<file path="config.mk">
export PLATFORM = sky130hd
export DESIGN_NAME = rau_back
export DESIGN_NICKNAME = d
export VERILOG_FILES = /design/src/rtl/rau_pkg.sv /design/src/rtl/rau_back.sv
export SDC_FILE = /design/constraint.sdc
export NUM_CORES = 2
export LEC_CHECK = 0
export ABC_CLOCK_PERIOD_IN_PS = 28900
export BUFFER_PORTS_ARGS = -buffer_cell sky130_fd_sc_hd__clkbuf_2
export CAP_MARGIN = 40
export CORE_AREA = 2 2 564 398
export DETAILED_ROUTE_END_ITERATION = 7
export DIE_AREA = 0 0 566 400
export RECOVER_POWER = 100
export SLEW_MARGIN = 40
export SYNTH_ARGS = -nofsm -noshare
export SYNTH_HDL_FRONTEND = slang
export SYNTH_SLANG_ARGS = --single-unit
export TNS_END_PERCENT = 20
</file>
<file path="constraint.sdc">
create_clock -name clk -period 28.9 [get_ports clk]
set_input_delay 8.67 -clock clk [delete_from_list [all_inputs] [get_ports clk]]
set_output_delay 8.67 -clock clk [all_outputs]
set_load 0.05 [all_outputs]
</file>
<file path="src/rtl/rau_pkg.sv">
// shared types and constants for the rational arithmetic unit
package rau_pkg;

  // default operand word width
  localparam int WORD_BITS_DEF = 32;

  // fixed widths of the result ports
  localparam int RES_NUM_BITS = 32;
  localparam int RES_DEN_BITS = 31;

  // operation codes
  typedef enum logic [1:0] {
    KIND_ADD = 2'd0,
    KIND_MUL = 2'd1,
    KIND_NEG = 2'd2,
    KIND_RCP = 2'd3
  } kind_t;

  // result status codes
  typedef enum logic [1:0] {
    ST_OK   = 2'd0,
    ST_OVF  = 2'd1,
    ST_ZDEN = 2'd2
  } status_t;

  // back end sequencer states
  typedef enum logic [2:0] {
    BK_IDLE,
    BK_MUL,
    BK_COMB,
    BK_GCD,
    BK_DIV,
    BK_CHECK,
    BK_DONE
  } bk_state_t;

  // product being formed by the shared multiplier
  typedef enum logic [1:0] {
    MS_AN   = 2'd0,
    MS_ADBN = 2'd1,
    MS_DEN  = 2'd2
  } mul_step_t;

  // queue fill status
  typedef struct packed {
    logic full;
    logic empty;
  } q_stat_t;

endpackage

</file>
<file path="src/rtl/rau_back.sv">
// back end: products, sign fix, binary gcd, two dividers, range check
module rau_back
  import rau_pkg::*;
#(
  parameter int WORD_BITS = WORD_BITS_DEF
) (
  input  logic                          clk,
  input  logic                          rst_n,
  input  q_stat_t                       q_stat,
  input  logic [3+4*(WORD_BITS+1)-1:0]  pop_data,
  output logic                          pop,
  output logic                          out_valid,
  input  logic                          out_stall,
  output logic signed [RES_NUM_BITS-1:0] out_res_num,
  output logic [RES_DEN_BITS-1:0]       out_res_den,
  output logic [1:0]                    out_status
);

  localparam int W  = WORD_BITS;
  localparam int PW = 2 * WORD_BITS;
  localparam int CW = $clog2(PW);

  bk_state_t state_r, state_nxt;
  mul_step_t step_r;

  // unpacked queue entry
  logic [1:0]   q_kind;
  logic         q_direct;
  logic         q_an_neg, q_ad_neg, q_bn_neg, q_bd_neg;
  logic [W-1:0] q_an_mag, q_ad_mag, q_bn_mag, q_bd_mag;

  kind_t        kind_r;
  logic         an_neg_r, ad_neg_r, bn_neg_r, bd_neg_r;
  logic [W-1:0] an_mag_r, ad_mag_r, bn_mag_r, bd_mag_r;

  logic [PW-1:0] pa_r, pb_r, pd_r;
  logic [W-1:0]  mx, my;
  logic [PW-1:0] prod;

  logic [PW-1:0] cn_mag, cd_mag;
  logic          cn_neg, cd_neg;
  logic          sa_neg, sb_neg;

  logic [PW-1:0] n_r, d_r, u_r, v_r;
  logic          nneg_r;
  logic [PW-1:0] qn_r, qd_r, rn_r, rd_r;
  logic [CW-1:0] cnt_r;
  logic [PW:0]   rn_sh, rd_sh;
  logic          rn_ge, rd_ge;
  logic          gcd_end, div_end;

  logic [PW-1:0] half;
  logic          fin_neg, ovf;

  logic signed [RES_NUM_BITS-1:0] rs_num_r;
  logic [RES_DEN_BITS-1:0]        rs_den_r;
  status_t                        rs_status_r;
  logic                           out_valid_r;
  logic signed [RES_NUM_BITS-1:0] out_num_r;
  logic [RES_DEN_BITS-1:0]        out_den_r;
  status_t                        out_status_r;
  logic                           out_load;

  assign {q_kind, q_direct, q_an_neg, q_an_mag, q_ad_neg, q_ad_mag,
          q_bn_neg, q_bn_mag, q_bd_neg, q_bd_mag} = pop_data;

  // shared multiplier operand select
  always_comb begin
    case (step_r)
      MS_AN: begin
        mx = an_mag_r;
        my = (kind_r == KIND_MUL) ? bn_mag_r : bd_mag_r;
      end
      MS_ADBN: begin
        mx = ad_mag_r;
        my = bn_mag_r;
      end
      default: begin
        mx = ad_mag_r;
        my = bd_mag_r;
      end
    endcase
  end
  assign prod = mx * my;

  // raw numerator and denominator in sign and magnitude
  assign sa_neg = an_neg_r ^ bd_neg_r;
  assign sb_neg = ad_neg_r ^ bn_neg_r;
  always_comb begin
    cn_mag = pa_r;
    cn_neg = an_neg_r ^ bn_neg_r;
    cd_mag = pd_r;
    cd_neg = ad_neg_r ^ bd_neg_r;
    case (kind_r)
      KIND_ADD: begin
        if (sa_neg == sb_neg) begin
          cn_mag = pa_r + pb_r;
          cn_neg = sa_neg;
        end else if (pa_r >= pb_r) begin
          cn_mag = pa_r - pb_r;
          cn_neg = sa_neg;
        end else begin
          cn_mag = pb_r - pa_r;
          cn_neg = sb_neg;
        end
      end
      KIND_MUL: begin
        cn_mag = pa_r;
      end
      KIND_NEG: begin
        cn_mag = PW'(an_mag_r);
        cn_neg = !an_neg_r;
        cd_mag = PW'(ad_mag_r);
        cd_neg = ad_neg_r;
      end
      default: begin
        cn_mag = PW'(ad_mag_r);
        cn_neg = ad_neg_r;
        cd_mag = PW'(an_mag_r);
        cd_neg = an_neg_r;
      end
    endcase
  end

  // restoring divide step, both quotients side by side
  assign rn_sh = {rn_r, qn_r[PW-1]};
  assign rd_sh = {rd_r, qd_r[PW-1]};
  assign rn_ge = rn_sh >= {1'b0, v_r};
  assign rd_ge = rd_sh >= {1'b0, v_r};

  assign gcd_end = (u_r == '0);
  assign div_end = (cnt_r == CW'(PW - 1));

  // range check of the reduced fraction
  assign half    = PW'(1) << (W - 1);
  assign fin_neg = nneg_r && (qn_r != '0);
  assign ovf     = (qd_r > half - PW'(1)) ||
                   (fin_neg ? (qn_r > half) : (qn_r > half - PW'(1)));

  // next state
  always_comb begin
    state_nxt = state_r;
    case (state_r)
      BK_IDLE: begin
        if (!q_stat.empty) begin
          state_nxt = q_direct ? BK_COMB : BK_MUL;
        end
      end
      BK_MUL: begin
        if (step_r == MS_DEN) begin
          state_nxt = BK_COMB;
        end
      end
      BK_COMB: begin
        state_nxt = (cd_mag == '0) ? BK_DONE : BK_GCD;
      end
      BK_GCD: begin
        if (gcd_end) begin
          state_nxt = BK_DIV;
        end
      end
      BK_DIV: begin
        if (div_end) begin
          state_nxt = BK_CHECK;
        end
      end
      BK_CHECK: begin
        state_nxt = BK_DONE;
      end
      BK_DONE: begin
        if (!out_valid_r || !out_stall) begin
          state_nxt = BK_IDLE;
        end
      end
      default: begin
        state_nxt = BK_IDLE;
      end
    endcase
  end

  // sequencer outputs
  always_comb begin
    pop      = (state_r == BK_IDLE) && !q_stat.empty;
    out_load = (state_r == BK_DONE) && (!out_valid_r || !out_stall);
  end

  always_ff @(posedge clk) begin
    if (!rst_n) begin
      state_r     <= BK_IDLE;
      out_valid_r <= 1'b0;
    end else begin
      state_r <= state_nxt;
      if (out_load) begin
        out_valid_r <= 1'b1;
      end else if (!out_stall) begin
        out_valid_r <= 1'b0;
      end
    end
  end

  // datapath
  always_ff @(posedge clk) begin
    case (state_r)
      BK_IDLE: begin
        kind_r   <= kind_t'(q_kind);
        an_neg_r <= q_an_neg;
        ad_neg_r <= q_ad_neg;
        bn_neg_r <= q_bn_neg;
        bd_neg_r <= q_bd_neg;
        an_mag_r <= q_an_mag;
        ad_mag_r <= q_ad_mag;
        bn_mag_r <= q_bn_mag;
        bd_mag_r <= q_bd_mag;
        step_r   <= MS_AN;
      end
      BK_MUL: begin
        case (step_r)
          MS_AN: begin
            pa_r   <= prod;
            step_r <= (kind_r == KIND_ADD) ? MS_ADBN : MS_DEN;
          end
          MS_ADBN: begin
            pb_r   <= prod;
            step_r <= MS_DEN;
          end
          default: begin
            pd_r <= prod;
          end
        endcase
      end
      BK_COMB: begin
        n_r    <= cn_mag;
        d_r    <= cd_mag;
        u_r    <= cn_mag;
        v_r    <= cd_mag;
        nneg_r <= cn_neg ^ cd_neg;
        rs_num_r    <= '0;
        rs_den_r    <= '0;
        rs_status_r <= ST_ZDEN;
      end
      BK_GCD: begin
        if (gcd_end) begin
          qn_r  <= n_r;
          qd_r  <= d_r;
          rn_r  <= '0;
          rd_r  <= '0;
          cnt_r <= '0;
        end else if (!u_r[0] && !v_r[0]) begin
          // common factor of two comes out of both values
          u_r <= u_r >> 1;
          v_r <= v_r >> 1;
          n_r <= n_r >> 1;
          d_r <= d_r >> 1;
        end else if (!u_r[0]) begin
          u_r <= u_r >> 1;
        end else if (!v_r[0]) begin
          v_r <= v_r >> 1;
        end else if (u_r >= v_r) begin
          u_r <= u_r - v_r;
        end else begin
          v_r <= v_r - u_r;
        end
      end
      BK_DIV: begin
        rn_r  <= rn_ge ? PW'(rn_sh - {1'b0, v_r}) : rn_sh[PW-1:0];
        rd_r  <= rd_ge ? PW'(rd_sh - {1'b0, v_r}) : rd_sh[PW-1:0];
        qn_r  <= {qn_r[PW-2:0], rn_ge};
        qd_r  <= {qd_r[PW-2:0], rd_ge};
        cnt_r <= cnt_r + CW'(1);
      end
      BK_CHECK: begin
        if (ovf) begin
          rs_num_r    <= '0;
          rs_den_r    <= '0;
          rs_status_r <= ST_OVF;
        end else begin
          rs_num_r    <= fin_neg ? -RES_NUM_BITS'(qn_r) : RES_NUM_BITS'(qn_r);
          rs_den_r    <= RES_DEN_BITS'(qd_r);
          rs_status_r <= ST_OK;
        end
      end
      default: begin
      end
    endcase
  end

  // output word register
  always_ff @(posedge clk) begin
    if (out_load) begin
      out_num_r    <= rs_num_r;
      out_den_r    <= rs_den_r;
      out_status_r <= rs_status_r;
    end
  end

  assign out_valid   = out_valid_r;
  assign out_res_num = out_num_r;
  assign out_res_den = out_den_r;
  assign out_status  = out_status_r;

`ifndef SYNTHESIS
  // divisor is the nonzero gcd throughout the divide
  a_div_nonzero: assert property (@(posedge clk) disable iff (!rst_n)
    state_r == BK_DIV |-> v_r != '0)
    else $error("gcd divisor is zero");

  // a new result word only comes from the done state
  a_out_src: assert property (@(posedge clk) disable iff (!rst_n)
    $rose(out_valid_r) |-> $past(state_r == BK_DONE))
    else $error("result word without a finished item");

  // an ok result always has a positive denominator
  a_ok_den: assert property (@(posedge clk) disable iff (!rst_n)
    out_valid_r && out_status_r == ST_OK |-> out_den_r != '0)
    else $error("ok result with zero denominator");

  // a taken entry starts the products or the direct path
  a_pop_next: assert property (@(posedge clk) disable iff (!rst_n)
    pop |=> state_r == BK_MUL || state_r == BK_COMB)
    else $error("entry taken without starting work");
`endif

endmodule

</file>
==> qor.csv <==
stage,metric,value,unit
timing,Final setup viols,0,
global_routing,gr ovfl total,0,
timing,f_max,52.6,MHz
synthesis,Synth top area share,0.296,
die,Initial Util,0.447,
drt,WL per Instance,30.6,um
status,status,"complete, but fails checks",
cts,H-tree levels,3,
cts,CTS Hold Bufs,0,
final_layout,footprint of the multi-input gates,63200,um^2
timing,Fin. Hold Viols,0,
die,IO Pins,207,
global_routing,met1 GRT Util,0.548,
final_layout,share of cells above drive strength 1,0.0601,
critical_path,Worst path slowest cell,clkbuf_1,
synthesis,synth top area cells,"edfxtp_1 (30%), fa_1 (18%), ha_1 (9.0%)",
die,total die area,226000,um^2
die,DIE WIDTH,566,um
global_routing,all-layer global routing usage,0.366,
critical_path,critical path arrival,19230,ps
critical_path,most frequent cell on the critical path,fa_1,
die,Core Area,222000,um^2
global_routing,vias in the first global route,81100,
synthesis,"Seq/Total Area, Yosys",0.297,
critical_path,WS Path Type,reg2reg,
critical_path,Crit path max-delay family,buffers and inverters,
placed_design,dpl cells,13500,
final_layout,fill count,21200,
global_routing,GR met3 Demand/Resource,0.145,
global_routing,initial antenna violation count,59,
final_layout,Layout Cells excl Fill,13800,
synthesis,Synth Register Bits,981,
drt,DRT iter0 DRCs,11300,
timing,Final period util,0.658,
synthesis,top_reg_cell synth,edfxtp_1,
global_routing,largest net degree at the start of global routing,140,
placed_design,dpl hpwl,335000,um
synthesis,top post-synthesis cells by count,"nand2_1 (1263), inv_1 (1240), nor2_1 (1194), edfxtp_1 (977), fa_1 (903)",
timing,setup TNS,0,ps
cts,Worst-path clk slew,70,ps
cts,CTS tree,built,
die,Die Y,400,um
synthesis,Yosys top cell by area,edfxtp_1,
placed_design,global placement routability congestion,1.04,
drt,Final ANT Viol Nets,0,
timing,Worst Hold Slack,415,ps
critical_path,Worst Setup Start Kind,register,
synthesis,most frequent cell after synthesis,nand2_1,
hold_path,Hold Crit Class,reg2reg,
cts,Num CTS Buffers,107,
critical_path,largest fanout on the critical path,37,
run,Max-cap violations,52,
global_routing,first-pass GRT wire length,597000,um
synthesis,number of flops mapped to enable cells by yosys,977,
final_layout,utilization after layout,0.483,
critical_path,"Req. time, crit path",29120,ps
critical_path,"slowest stage delay, CP",1920,ps
global_routing,gr busiest metal,met1,
drt,via count,85600,
critical_path,CP endpoint kind,register,
synthesis,asr flop ratio synth,0,
timing,RSZ-0062 raised after global routing,no,
critical_path,CP Buf/Inv Count,10,
timing,fin crit period,19010,ps
cts,setup bufs post-CTS,0,
synthesis,Avg Inst Size Synth,9.24,um^2
cts,Clock Path Buffers,3,
timing,max-slew violations,2063,
synthesis,syn_nets,12500,
final_layout,storage element area,29400,um^2
drt,Avg Vias per Cell,6.22,
cts,Root Driver,clkbuf_16,
status,failing checks,"max-capacitance violations, max-slew violations",
final_layout,area grow syn2layout,7.99,%
global_routing,Global Route met2 Usage,0.462,
synthesis,Yosys cell types,108,
cts,post-CTS sizing,0,
timing,clk_skew,93.5,ps
synthesis,YS warnings,0,
drt,drt total wl,421000,um
synthesis,mapped cell area,99000,um^2
final_layout,NumNets Final,12400,
drt,residual DRC count,0,
timing,relative max-transition margin,-2.29,
cts,worst-skew pair later-pin latency,830,ps
placed_design,IO Port Bufs,205,
cts,clock sink count,981,
drt,DR pass1 iterations,6,
timing,Slew @ Worst Pin,4940,ps
synthesis,Syn Inst Count,10700,
die,num rows,145,
-- cell usage in the layout, fill, tap and decap left out, types with 74 or more instances in the layout --
cell type,instances
o21bai_1,121
a21oi_1,776
mux2i_1,136
nand2_1,1261
nand4_1,154
nand3_1,104
inv_1,1240
buf_4,119
clkbuf_1,194
edfxtp_1,977
a211oi_1,74
ha_1,711
fa_1,903
nor2_1,1189
xnor2_1,234
o21ai_0,469
nor3_1,138
xor2_1,156
clkbuf_2,101
clkbuf_16,107
a21o_1,259
-- worst register-to-register path, delay by kind of cell, from the launching register on --
kind                     cells  cell delay (ps)
multiplexers                 1              350
flip-flops                   1              320
XOR/XNOR                     1             1670
AND/OR/NAND/NOR              4             1300
buffers and inverters       10             8380
adder cells (fa/ha/maj)      9             4500
AO/OA/AOI/OAI                9             1920
-- area by class of cell --
cell class	instances	share of cell area
flip-flops and latches	981	0.275
well taps	2940	0.0344
clock buffers	121	0.0255
diodes	30	0.000702
repair buffers	413	0.0210
clock inverters	77	0.00818
multi-input cells	7941	0.591
inverters	1251	0.0439
-- final timing paths --
path,startpoint,slack (ps),end,cells after the start
setup / recovery,kind_r[0],9890,pd_r[33],34
hold / removal,rs_num_r[26],420,out_res_num[26],0
setup reg to reg,kind_r[0],9890,pd_r[33],34
hold reg to reg,rs_num_r[26],420,out_res_num[26],0
-- kinds of logic (layout without fill, tap and decap cells) --
family                     count (synthesis)  after routing  share of synthesized area
and+or+nand+nor                         3280           3280                      0.144
AOI/OAI and AO/OA                       2388           2388                      0.154
buffers and inverters                   1797           1862                     0.0695
adders and majority gates               1614           1614                      0.272
DFF                                      981            981                      0.297
xor gates and xnor gates                 393            393                     0.0348
muxes                                    266            266                     0.0283
other                                      0             30                          0
-- registers in the layout (all words and copies together) (netlist names), 64 cells and up --
signal,cells
pb_r,64
d_r,64
qd_r,64
rn_r,64
pd_r,64
rd_r,64
v_r,64
n_r,64
u_r,64
qn_r,64
pa_r,64
-- through the flow --
step | cell area, um^2 | worst slack, ps
global placement | 104000 | 10980
finish | 107000 | 9890
global route | 107000 | 9430
detailed placement | 104000 | 10970
floorplan | 99000 | 10110
CTS | 108000 | 10970
-- layer usage --
layer,up-vias,routed length [um],share of wire
li1,36700,-,-
met1,42600,185000,0.44
met2,5511,152000,0.36
met3,787,64300,0.15
met4,37,19000,0.045
met5,-,426,0.0010
Power is left out: the tool's default activity adds up to more than one toggle a clock period on the data nets, which glitch-free logic cannot reach.
