===== src/rtl/rau_pkg.sv =====
// shared types and constants for the rational arithmetic unit
package rau_pkg;

  // default operand word width
  localparam int WORD_BITS_DEF = 32;

  // fixed widths of the result ports
  localparam int RES_NUM_BITS = 32;
  localparam int RES_DEN_BITS = 31;

  // operation codes
  typedef enum logic [1:0] {
    KIND_ADD = 2'd0,
    KIND_MUL = 2'd1,
    KIND_NEG = 2'd2,
    KIND_RCP = 2'd3
  } kind_t;

  // result status codes
  typedef enum logic [1:0] {
    ST_OK   = 2'd0,
    ST_OVF  = 2'd1,
    ST_ZDEN = 2'd2
  } status_t;

  // back end sequencer states
  typedef enum logic [2:0] {
    BK_IDLE,
    BK_MUL,
    BK_COMB,
    BK_GCD,
    BK_DIV,
    BK_CHECK,
    BK_DONE
  } bk_state_t;

  // product being formed by the shared multiplier
  typedef enum logic [1:0] {
    MS_AN   = 2'd0,
    MS_ADBN = 2'd1,
    MS_DEN  = 2'd2
  } mul_step_t;

  // queue fill status
  typedef struct packed {
    logic full;
    logic empty;
  } q_stat_t;

endpackage


===== src/rtl/rau_queue.sv =====
// two-entry queue between front end and back end
module rau_queue
  import rau_pkg::*;
#(
  parameter int DATA_BITS = 3 + 4 * (WORD_BITS_DEF + 1)
) (
  input  logic                 clk,
  input  logic                 rst_n,
  input  logic                 push,
  input  logic [DATA_BITS-1:0] push_data,
  input  logic                 pop,
  output logic [DATA_BITS-1:0] pop_data,
  output q_stat_t              stat
);

  logic [DATA_BITS-1:0] mem_r [2];
  logic                 wr_ptr_r, wr_ptr_nxt;
  logic                 rd_ptr_r, rd_ptr_nxt;
  logic [1:0]           cnt_r, cnt_nxt;
  logic                 do_push, do_pop;

  assign stat.full  = (cnt_r == 2'd2);
  assign stat.empty = (cnt_r == 2'd0);
  assign do_push    = push && !stat.full;
  assign do_pop     = pop && !stat.empty;
  assign pop_data   = mem_r[rd_ptr_r];

  // pointer and count update
  always_comb begin
    wr_ptr_nxt = wr_ptr_r ^ do_push;
    rd_ptr_nxt = rd_ptr_r ^ do_pop;
    cnt_nxt    = cnt_r + {1'b0, do_push} - {1'b0, do_pop};
  end

  always_ff @(posedge clk) begin
    if (!rst_n) begin
      wr_ptr_r <= 1'b0;
      rd_ptr_r <= 1'b0;
      cnt_r    <= 2'd0;
    end else begin
      wr_ptr_r <= wr_ptr_nxt;
      rd_ptr_r <= rd_ptr_nxt;
      cnt_r    <= cnt_nxt;
    end
  end

  // entry storage
  always_ff @(posedge clk) begin
    if (do_push) begin
      mem_r[wr_ptr_r] <= push_data;
    end
  end

endmodule


===== config.mk =====
export PLATFORM = sky130hd
export DESIGN_NAME = rau_queue
export DESIGN_NICKNAME = d
export VERILOG_FILES = /design/src/rtl/rau_pkg.sv /design/src/rtl/rau_queue.sv
export SDC_FILE = /design/constraint.sdc
export NUM_CORES = 1
export LEC_CHECK = 0
export ABC_AREA = 1
export BUFFER_PORTS_ARGS = -buffer_cell sky130_fd_sc_hd__buf_2
export CAP_MARGIN = 20
export CORE_ASPECT_RATIO = 0.75
export CORE_MARGIN = 2
export CORE_UTILIZATION = 52
export CTS_CLUSTER_DIAMETER = 40
export DETAILED_ROUTE_END_ITERATION = 8
export PLACE_DENSITY = 0.9
export RECOVER_POWER = 100
export SLEW_MARGIN = 20
export SYNTH_ARGS = -nofsm -noshare
export SYNTH_HDL_FRONTEND = slang
export SYNTH_SLANG_ARGS = --single-unit

===== constraint.sdc =====
create_clock -name clk -period 4.75 [get_ports clk]
set_clock_uncertainty 0.05 [all_clocks]
set_input_delay 0.2375 -clock clk [delete_from_list [all_inputs] [get_ports clk]]
set_output_delay 0.2375 -clock clk [all_outputs]
set_load 0.005 [all_outputs]

==> impl_metrics.yaml, run 1 <==
status:
  status: "complete, but fails checks"
  violations: "capacitance limit, slew limit"
clock_network:
  cts.sinks: 275
  cts-root-buf: "clkbuf_16"
  cts_buffers: 31
  cts_tree: "built"
  htreeDepth: 1
  cts_buffer_depth: 3
  cts.clk_slew.worst_paths_ns: 0.06
  cts_setup_buffers: 0
  insertion_delay_ns: 0.52
timing:
  max_slew.worst_pin.slew_ns: 1.96
  timing.fmax_mhz: 314
  hold_viol_final: 0
  slew_viol_final: 275
  min_period_ns: 3.18
  tns_ns: 0
  layout_setup_ws_ns: 1.57
  setup-violations-final: 0
  slew_headroom_pct: -30.6
  rsz0062_at_grt: "no"
  fin_crit_sh_pct: 67.0
synth:
  syn_nets: 600
  synth_ff_type: "edfxtp_1"
  ys_warn_count: 0
  yosysUniqueCellTypes: 13
  netlist_area_mm2: 0.0102
  yosys.area_share.adder_pct: 0.491
  synth_area_leaders: "edfxtp_1 80%, mux2_2 9.4%, mux2_4 7.4%, dfxtp_1 0.98%, buf_6 0.77%"
  synth-simple-area-share_pct: 0.614
  synthArstFlopShare_pct: 0
  yosys.area.top_type: "edfxtp_1"
  synth_top_family_by_area: "multiplexers"
  yosysMostFrequentCell: "edfxtp_1"
  ys_seq_area_share_pct: 80.5
  synth_edf_count: 270
  synth_compound_area_share_pct: 0.0982
  ys_ff_latch: 275
  syn-instance-count: 457
  yosys-top-cells-count: "270 x edfxtp_1, 85 x mux2_2, 50 x mux2_4, 10 x inv_1"
  synth_mux_area_share_pct: 16.8
  avgSynthCellArea_um2: 22.3
  synth_xor_xnor_area_share_pct: 0
  synth_top_area_share_pct: 79.5
final_layout:
  regArea_mm2: 0.00821
  multi_input_area_mm2: 0.00166
  fillCellCount: 1264
  syn2layout_area_growth_pct: 35.4
  fin_area_mm2: 0.0138
  nets: 1034
  drive_above_1_share_pct: 26.9
  final_core_util_pct: 71.6
die:
  die_h_um: 125
  rows: 44
  die_x_um: 166
  coreArea_mm2: 0.0193
  start_util_pct: 52.9
  fp.dieArea_mm2: 0.0208
  io_pins: 276
route:
  viasPerCell: 5.04
  drtAntennaViolNets: 0
  wire_per_inst_um: 19.2
  drtIter0Drc: 507
  num_vias: 5880
  detailedRoute.firstPassIterationCount: 4
  routed_wirelength_mm: 22.4
  drc_errors: 0
worst_setup_path:
  path_cells: "clkbuf_2 > mux2_2 > buf_2"
  crit_type: "flip-flop to primary output"
  cp_num_buf_inv: 2
  max_stage_delay_ns: 1.38
  end_kind: "primary output"
  start_kind: "flip-flop"
  crit_path_top_delay_cell: "clkbuf_2"
  arrival_ns: 2.90
  cp_max_fo: 75
  cpLargestDelayFamily: "buffers and inverters"
  crit_required_ns: 4.46
global_routing:
  grt_first_pass_wirelength_mm: 34.3
  antenna_found_initial: 1
  grt_remaining_overflow: 0
  grt_pass1_vias: 6279
  grt_use_total_pct: 21.1
  grt_max_degree: 76
place:
  place_hpwl_mm: 12.5
  gp_congestion: 0.715
  port-buffer-count: 275
  pre_cts_ws_ns: 2.34
  place_area_mm2: 0.0119
pwr:
  p_leak_nw: 4.91
  powerDensity_mw_per_mm2: 510
  irDropWorstVdd_mv: 0.410
flow_run:
  drv_cap: 4
hold_path:
  min_path_type: "primary input to flip-flop"
layout make-up:
cell class                      count  share of cell area (%)
Antenna cell                        1                  0.0181
Tap cell                          253                    2.29
Clock inverter                     22                    1.46
Timing Repair Buffer              416                    18.8
Clock buffer                       33                    5.67
Inverter                           10                   0.272
Sequential cell                   275                    59.5
Multi-Input combinational cell    157                    12.0
where the power goes:
part / internal (mW) / switching, mW / total, mW
Sequential: 3.16 / 0.101 / 3.26
Combinational: 0.707 / 0.820 / 1.53
Clock: 1.31 / 0.936 / 2.25
worst min-delay path: cells and delay by family:
family / cells / cell delay (ns)
buf+inv: 2 / 0.17
fa+ha+maj: 1 / 0.15
compound gates: 1 / 0.10
simple gates: 1 / 0.04
registers in the layout, summed over array words and instances, names as in the netlist, named ones only:
register	flops
mem_r	270
cnt_r	2
wr_ptr_r	1
rd_ptr_r	1
per-stage QoR:
stage                     hold slack (ns)  cells  power [mW]
after floorplan                     0.281    457        4.29
after global placement              0.374    974        4.83
after detailed placement            0.378    974        4.88
after CTS                           0.196   1166        7.21
after global routing                0.243   1167        7.34
final                               0.180   1167        7.04
layout by cell type (no fill, tap or decap), drive strengths merged:
master and n:
a21oi 1, buf 117, bufinv 2, clkbuf 195
clkinv 16, clkinvlp 2, dfxtp 5, diode 1
dlygate4sd3 137, edfxtp 270, ha 4, inv 12
mux2 135, nand2 6, nand3 2, nor2 8
o21ai 1
routing by layer:
metal  global-route usage [%]  wire (um)
met1                     26.1       8860
met2                     37.7      11600
met3                     4.91       1550
met4                     5.27        439
met5                        0          0
final timing paths:
check / start / to / slack [ns] / cells after the start
hold / removal: push / wr_ptr_r / 0.18 / 5
setup reg to reg: cnt_r[0] / mem_r[0][96] / 1.83 / 4
setup / recovery: flip-flop / pop_data[61] / 1.57 / 3
hold reg to reg: rd_ptr_r / flip-flop / 0.48 / 2
cell families after synthesis:
logic type | after synthesis
adder cells (fa/ha/maj) | 4
multiplexers | 135
AND/OR/NAND/NOR | 16
AO/OA/AOI/OAI | 2
buffers and inverters | 25
flip-flops | 275
what timing repair did:
item / in CTS / in global routing
endpoints found under the setup margin: 0 / 0
hold endpoints to repair: 275 / 0
resized for setup: 0 / 0
hold buffers: 137 / 0
No activity file was read; power rests on OpenSTA's default activity.
==> inputs of run 2 (changes only) <==
Settings changed: ABC_AREA 1 to 0.
Clock period 4.75 ns to 3.1 ns, I/O delays scaled along.
==> impl_metrics.yaml, run 2 <==
worst_setup_path:
  arrival_ns: 2.56
  start_kind: "flip-flop"
  cpLargestDelayFamily: "buffers and inverters"
  path_cells: "nand2b_1 > and2_0 > ha_4 > buf_6"
  crit_path_top_delay_cell: "buf_6"
  end_kind: "flip-flop"
  cp_num_buf_inv: 1
  max_stage_delay_ns: 0.82
  crit_required_ns: 3.18
  cp_max_fo: 135
  crit_type: "flip-flop to flip-flop"
timing:
  layout_setup_ws_ns: 0.622
  max_slew.worst_pin.slew_ns: 1.39
  slew_viol_final: 0
  timing.fmax_mhz: 404
  fin_crit_sh_pct: 79.9
  rsz0062_at_grt: "no"
  hold_viol_final: 0
  min_period_ns: 2.48
  slew_headroom_pct: 7.56
  setup-violations-final: 0
synth:
  synth_area_leaders: "edfxtp_1 80%, mux2_2 9.4%, mux2_4 7.4%, dfxtp_1 0.98%, buf_6 0.77%"
  synth_top_family_by_area: "multiplexers"
  yosysUniqueCellTypes: 16
  synth_xor_xnor_area_share_pct: 0.221
  synth_top_area_share_pct: 79.5
  ys_ff_latch: 275
  ys_warn_count: 0
  avgSynthCellArea_um2: 22.9
  syn_nets: 588
  synth-simple-area-share_pct: 0.479
  synth_edf_count: 270
  yosys-top-cells-count: "270 x edfxtp_1, 85 x mux2_2, 50 x mux2_4, 8 x buf_2, 7 x buf_6"
  synthArstFlopShare_pct: 0
  synth_compound_area_share_pct: 0.0736
  yosys.area_share.adder_pct: 0.491
  synth_ff_type: "edfxtp_1"
  ys_seq_area_share_pct: 80.5
  syn-instance-count: 445
  synth_mux_area_share_pct: 16.9
  yosys.area.top_type: "edfxtp_1"
  netlist_area_mm2: 0.0102
  yosysMostFrequentCell: "edfxtp_1"
route:
  drtAntennaViolNets: 0
  viasPerCell: 5.14
  drtIter0Drc: 442
  drc_errors: 0
  detailedRoute.firstPassIterationCount: 5
  num_vias: 5902
  routed_wirelength_mm: 23.1
  wire_per_inst_um: 20.1
flow_run:
  drv_cap: 0
die:
  rows: 44
  fp.dieArea_mm2: 0.0208
  die_x_um: 166
  die_h_um: 125
  io_pins: 276
  coreArea_mm2: 0.0193
  start_util_pct: 52.9
place:
  gp_congestion: 0.728
  port-buffer-count: 275
  place_hpwl_mm: 12.4
  pre_cts_ws_ns: 1.14
  placedCellCount: 963
global_routing:
  grt_pass1_vias: 6497
  antenna_found_initial: 1
  grt_first_pass_wirelength_mm: 35.1
  grt_remaining_overflow: 0
  grt_max_degree: 136
  grt_use_total_pct: 21.8
clock_network:
  insertion_delay_ns: 0.51
  cts.sinks: 275
  cts_tree: "built"
  postCtsResizedCells: 0
  htreeDepth: 1
  cts-root-buf: "clkbuf_16"
  cts_buffers: 27
  cts_buffer_depth: 3
  cts.clk_slew.worst_paths_ns: 0.06
final_layout:
  drive_above_1_share_pct: 26.8
  layout_commonest_cell: "edfxtp_1"
  mostFrequentLayoutCells: "270 x edfxtp_1, 160 x clkbuf_1, 137 x dlygate4sd3_1"
  reg_top3: "mem_r: 270 flops, cnt_r: 2 flops"
  final_cells: 1148
  syn2layout_area_growth_pct: 34.8
  regMostFlops: "mem_r"
  nets: 1019
  final_core_util_pct: 71.3
  largest_reg_flops: 270
pwr:
  irDropWorstVdd_mv: 0.519
  p_leak_nw: 4.87
  powerDensity_mw_per_mm2: 753
status:
  status: "completed"
hold_path:
  min_path_type: "primary input to flip-flop"
## run 2: cell types whose count changed in the layout (fill, tap and decap cells not counted), sizes merged, moves of 3 or more
cell    previous run  this run
inv               12         5
clkbuf           195       192
nor2               8         1
clkinv            16        11
nand2              6         2
bufinv             2         5
## run 2: cell type report
class | count | area (um2)
Clock buffer | 29 | 683
Tap cell | 253 | 317
Timing Repair Buffer | 417 | 2600
Antenna cell | 1 | 2.50
Clock inverter | 18 | 226
Sequential cell | 275 | 8210
Multi-Input combinational cell | 152 | 1690
Fill cell | 1258 | 5530
Inverter | 3 | 11.3
## run 2: cells by family after synthesis
kind of cell | count (synthesis)
AO/OA/AOI/OAI | 1
adder cells (fa/ha/maj) | 4
flip-flops | 275
multiplexers | 137
AND/OR/NAND/NOR | 9
XOR/XNOR | 1
buffers and inverters | 18
## run 2: per-layer routing
layer	global-route usage, %	up-vias	routed length, um
li1	-	2628	-
met1	25.5	2908	8590
met2	39.9	315	12000
met3	5.35	51	1800
met4	6.96	0	645
met5	0	-	0
## run 2: per-stage QoR
step                setup TNS (ns)  instance area (um2)  power, mW  hold slack [ns]
finish                           0                13700       10.3            0.117
global route                     0                13700       10.7            0.155
CTS                              0                14200       10.6           0.0864
detailed placement               0                11900       7.17            0.296
global placement                 0                11900       7.08            0.292
floorplan                  -336.79                10200       6.32            0.204
## run 2: where the power goes
part | internal, mW | switching (mW) | total [mW]
clock | 2.01 | 1.32 | 3.33
combinational | 0.987 | 1.15 | 2.14
sequential | 4.73 | 0.140 | 4.87
total | 7.73 | 2.61 | 10.3
## run 2: timing repair
action                                  CTS  global route
endpoints found under the hold margin   275             0
endpoints found under the setup margin    0             0
buffers inserted                          0             0
hold buffers                            137             0
## run 2: final timing paths
path / startpoint / end / slack [ns] / cells after the start
max: cnt_r[0] / mem_r[1][70] / 0.62 / 4
min: push / wr_ptr_r / 0.12 / 4
max reg2reg: cnt_r[0] / mem_r[1][70] / 0.62 / 4
min reg2reg: rd_ptr_r / flip-flop / 0.44 / 2
## run 2: tightest hold or removal path: stages
cell and delay, ns:
buf_2 0.08, and2_0 0.21, ha_1 0.15, nor2b_1 0.04
==> inputs of run 3 (changes only) <==
Clock period 3.1 ns to 2.5 ns, I/O delays scaled along.
==> impl_metrics.yaml, run 3 (same netlist as run 2, synthesis figures left out) <==
clock_network:
  htreeDepth: 1
  postCtsResizedCells: 0
  cts_buffers: 30
  cts.clk_slew.worst_paths_ns: 0.06
  insertion_delay_ns: 0.54
  cts_buffer_depth: 3
  cts_tree: "built"
  cts_setup_buffers: 0
  cts_hold_buf: 137
  cts-root-buf: "clkbuf_16"
  cts.sinks: 275
route:
  drc_errors: 0
  routed_wirelength_mm: 23.0
  viasPerCell: 5.01
  detailedRoute.firstPassIterationCount: 5
  drtAntennaViolNets: 0
  wire_per_inst_um: 19.8
  num_vias: 5806
  drtIter0Drc: 457
die:
  coreArea_mm2: 0.0193
  start_util_pct: 52.9
  io_pins: 276
  rows: 44
  fp.dieArea_mm2: 0.0208
  die_x_um: 166
  die_h_um: 125
final_layout:
  multi_input_area_mm2: 0.00171
  fin_area_mm2: 0.0140
  reg_top3: "mem_r: 270 flops, cnt_r: 2 flops"
  fillCellCount: 1237
  mostFrequentLayoutCells: "270 x edfxtp_1, 166 x clkbuf_1, 137 x dlygate4sd3_1"
  syn2layout_area_growth_pct: 37.0
  regMostFlops: "mem_r"
  regArea_mm2: 0.00821
  nets: 1025
  final_core_util_pct: 72.5
  drive_above_1_share_pct: 27.8
  final_cells: 1159
  diodes: 0
  largest_reg_flops: 270
  layout_commonest_cell: "edfxtp_1"
global_routing:
  grt_remaining_overflow: 0
  grt_max_degree: 76
  grt_use_total_pct: 21.9
  grt_first_pass_wirelength_mm: 35.2
  antenna_found_initial: 0
  grt_pass1_vias: 6326
pwr:
  p_int_mw: 9.95
  switching_share_pct: 25.5
  irDropWorstVdd_mv: 0.701
  p_seq_share_pct: 45.1
  switchingPower_mw: 3.41
  powerDensity_mw_per_mm2: 957
  p_clk_share_pct: 34.8
  p_leak_nw: 4.96
  comb_power_share_pct: 20.0
place:
  place_hpwl_mm: 12.7
  port-buffer-count: 275
  placedCellCount: 966
  place_area_mm2: 0.0119
  gp_congestion: 0.736
worst_setup_path:
  end_kind: "primary output"
  crit_required_ns: 2.33
  worst-r2r-cell-count: 4
  cp_max_fo: 34
  start_kind: "flip-flop"
  arrival_ns: 2.00
  crit_type: "flip-flop to primary output"
timing:
  rsz0062_at_grt: "no"
  min_period_ns: 2.17
  fin_crit_sh_pct: 86.9
  hold_viol_final: 0
  slew_viol_final: 0
  whs_ns: 0.117
  timing.fmax_mhz: 460
  setup-violations-final: 0
  max_slew.worst_pin.slew_ns: 0.808
  slew_headroom_pct: 46.2
status:
  status: "completed"
flow_run:
  drv_cap: 0
hold_path:
  min_path_type: "primary input to flip-flop"
  whs_path_depth: 4
-- run 3: worst paths after layout --
check | startpoint | endpoint | slack [ns]
min reg2reg | rd_ptr_r | flip-flop | 0.43
max | flip-flop | pop_data[14] | 0.33
max reg2reg | cnt_r[0] | mem_r[1][108] | 0.39
min | push | wr_ptr_r | 0.12
-- run 3: layer usage --
layer	GRT usage, %	vias to the layer above	wire [um]
met5	0	-	0
met4	6.55	0	667
li1	-	2651	-
met3	5.60	47	1800
met2	38.5	293	11700
met1	27.1	2815	8890
-- run 3: power groups by stage --
| stage | registers (mW) | clock network [mW] | logic [mW] |
|---|---|---|---|
| 2_1_floorplan | 6.08 | 0 | 1.70 |
| 3_3_place_gp | 6.06 | 0 | 2.77 |
| 3_5_place_dp | 6.11 | 0 | 2.81 |
| 4_1_cts | 6.03 | 4.68 | 3.01 |
| 5_1_grt | 6.09 | 4.93 | 2.88 |
| 6_report | 6.03 | 4.66 | 2.68 |
-- run 3: cell type report --
| cell class | count | area share (%) |
|---|---|---|
| clock buffers | 34 | 5.63 |
| multi-input cells | 152 | 12.2 |
| well taps | 253 | 2.27 |
| inverters | 3 | 0.0806 |
| clock inverters | 22 | 2.03 |
| flip-flops and latches | 275 | 58.8 |
| repair buffers | 420 | 19.0 |
-- run 3: metrics by stage --
step           setup WS (ns)  setup TNS [ns]  total power [mW]
2_1_floorplan         -0.387         -104.50              7.78
3_5_place_dp           0.674               0              8.93
4_1_cts                0.405               0              13.7
5_1_grt                0.223               0              13.9
6_report               0.327               0              13.4
3_3_place_gp           0.688               0              8.83
-- run 3: worst max-delay path, cell delays in order (launching register included) --
cell	delay, ns
dfxtp_1	0.45
buf_4	0.46
mux2_1	0.41
buf_2	0.14
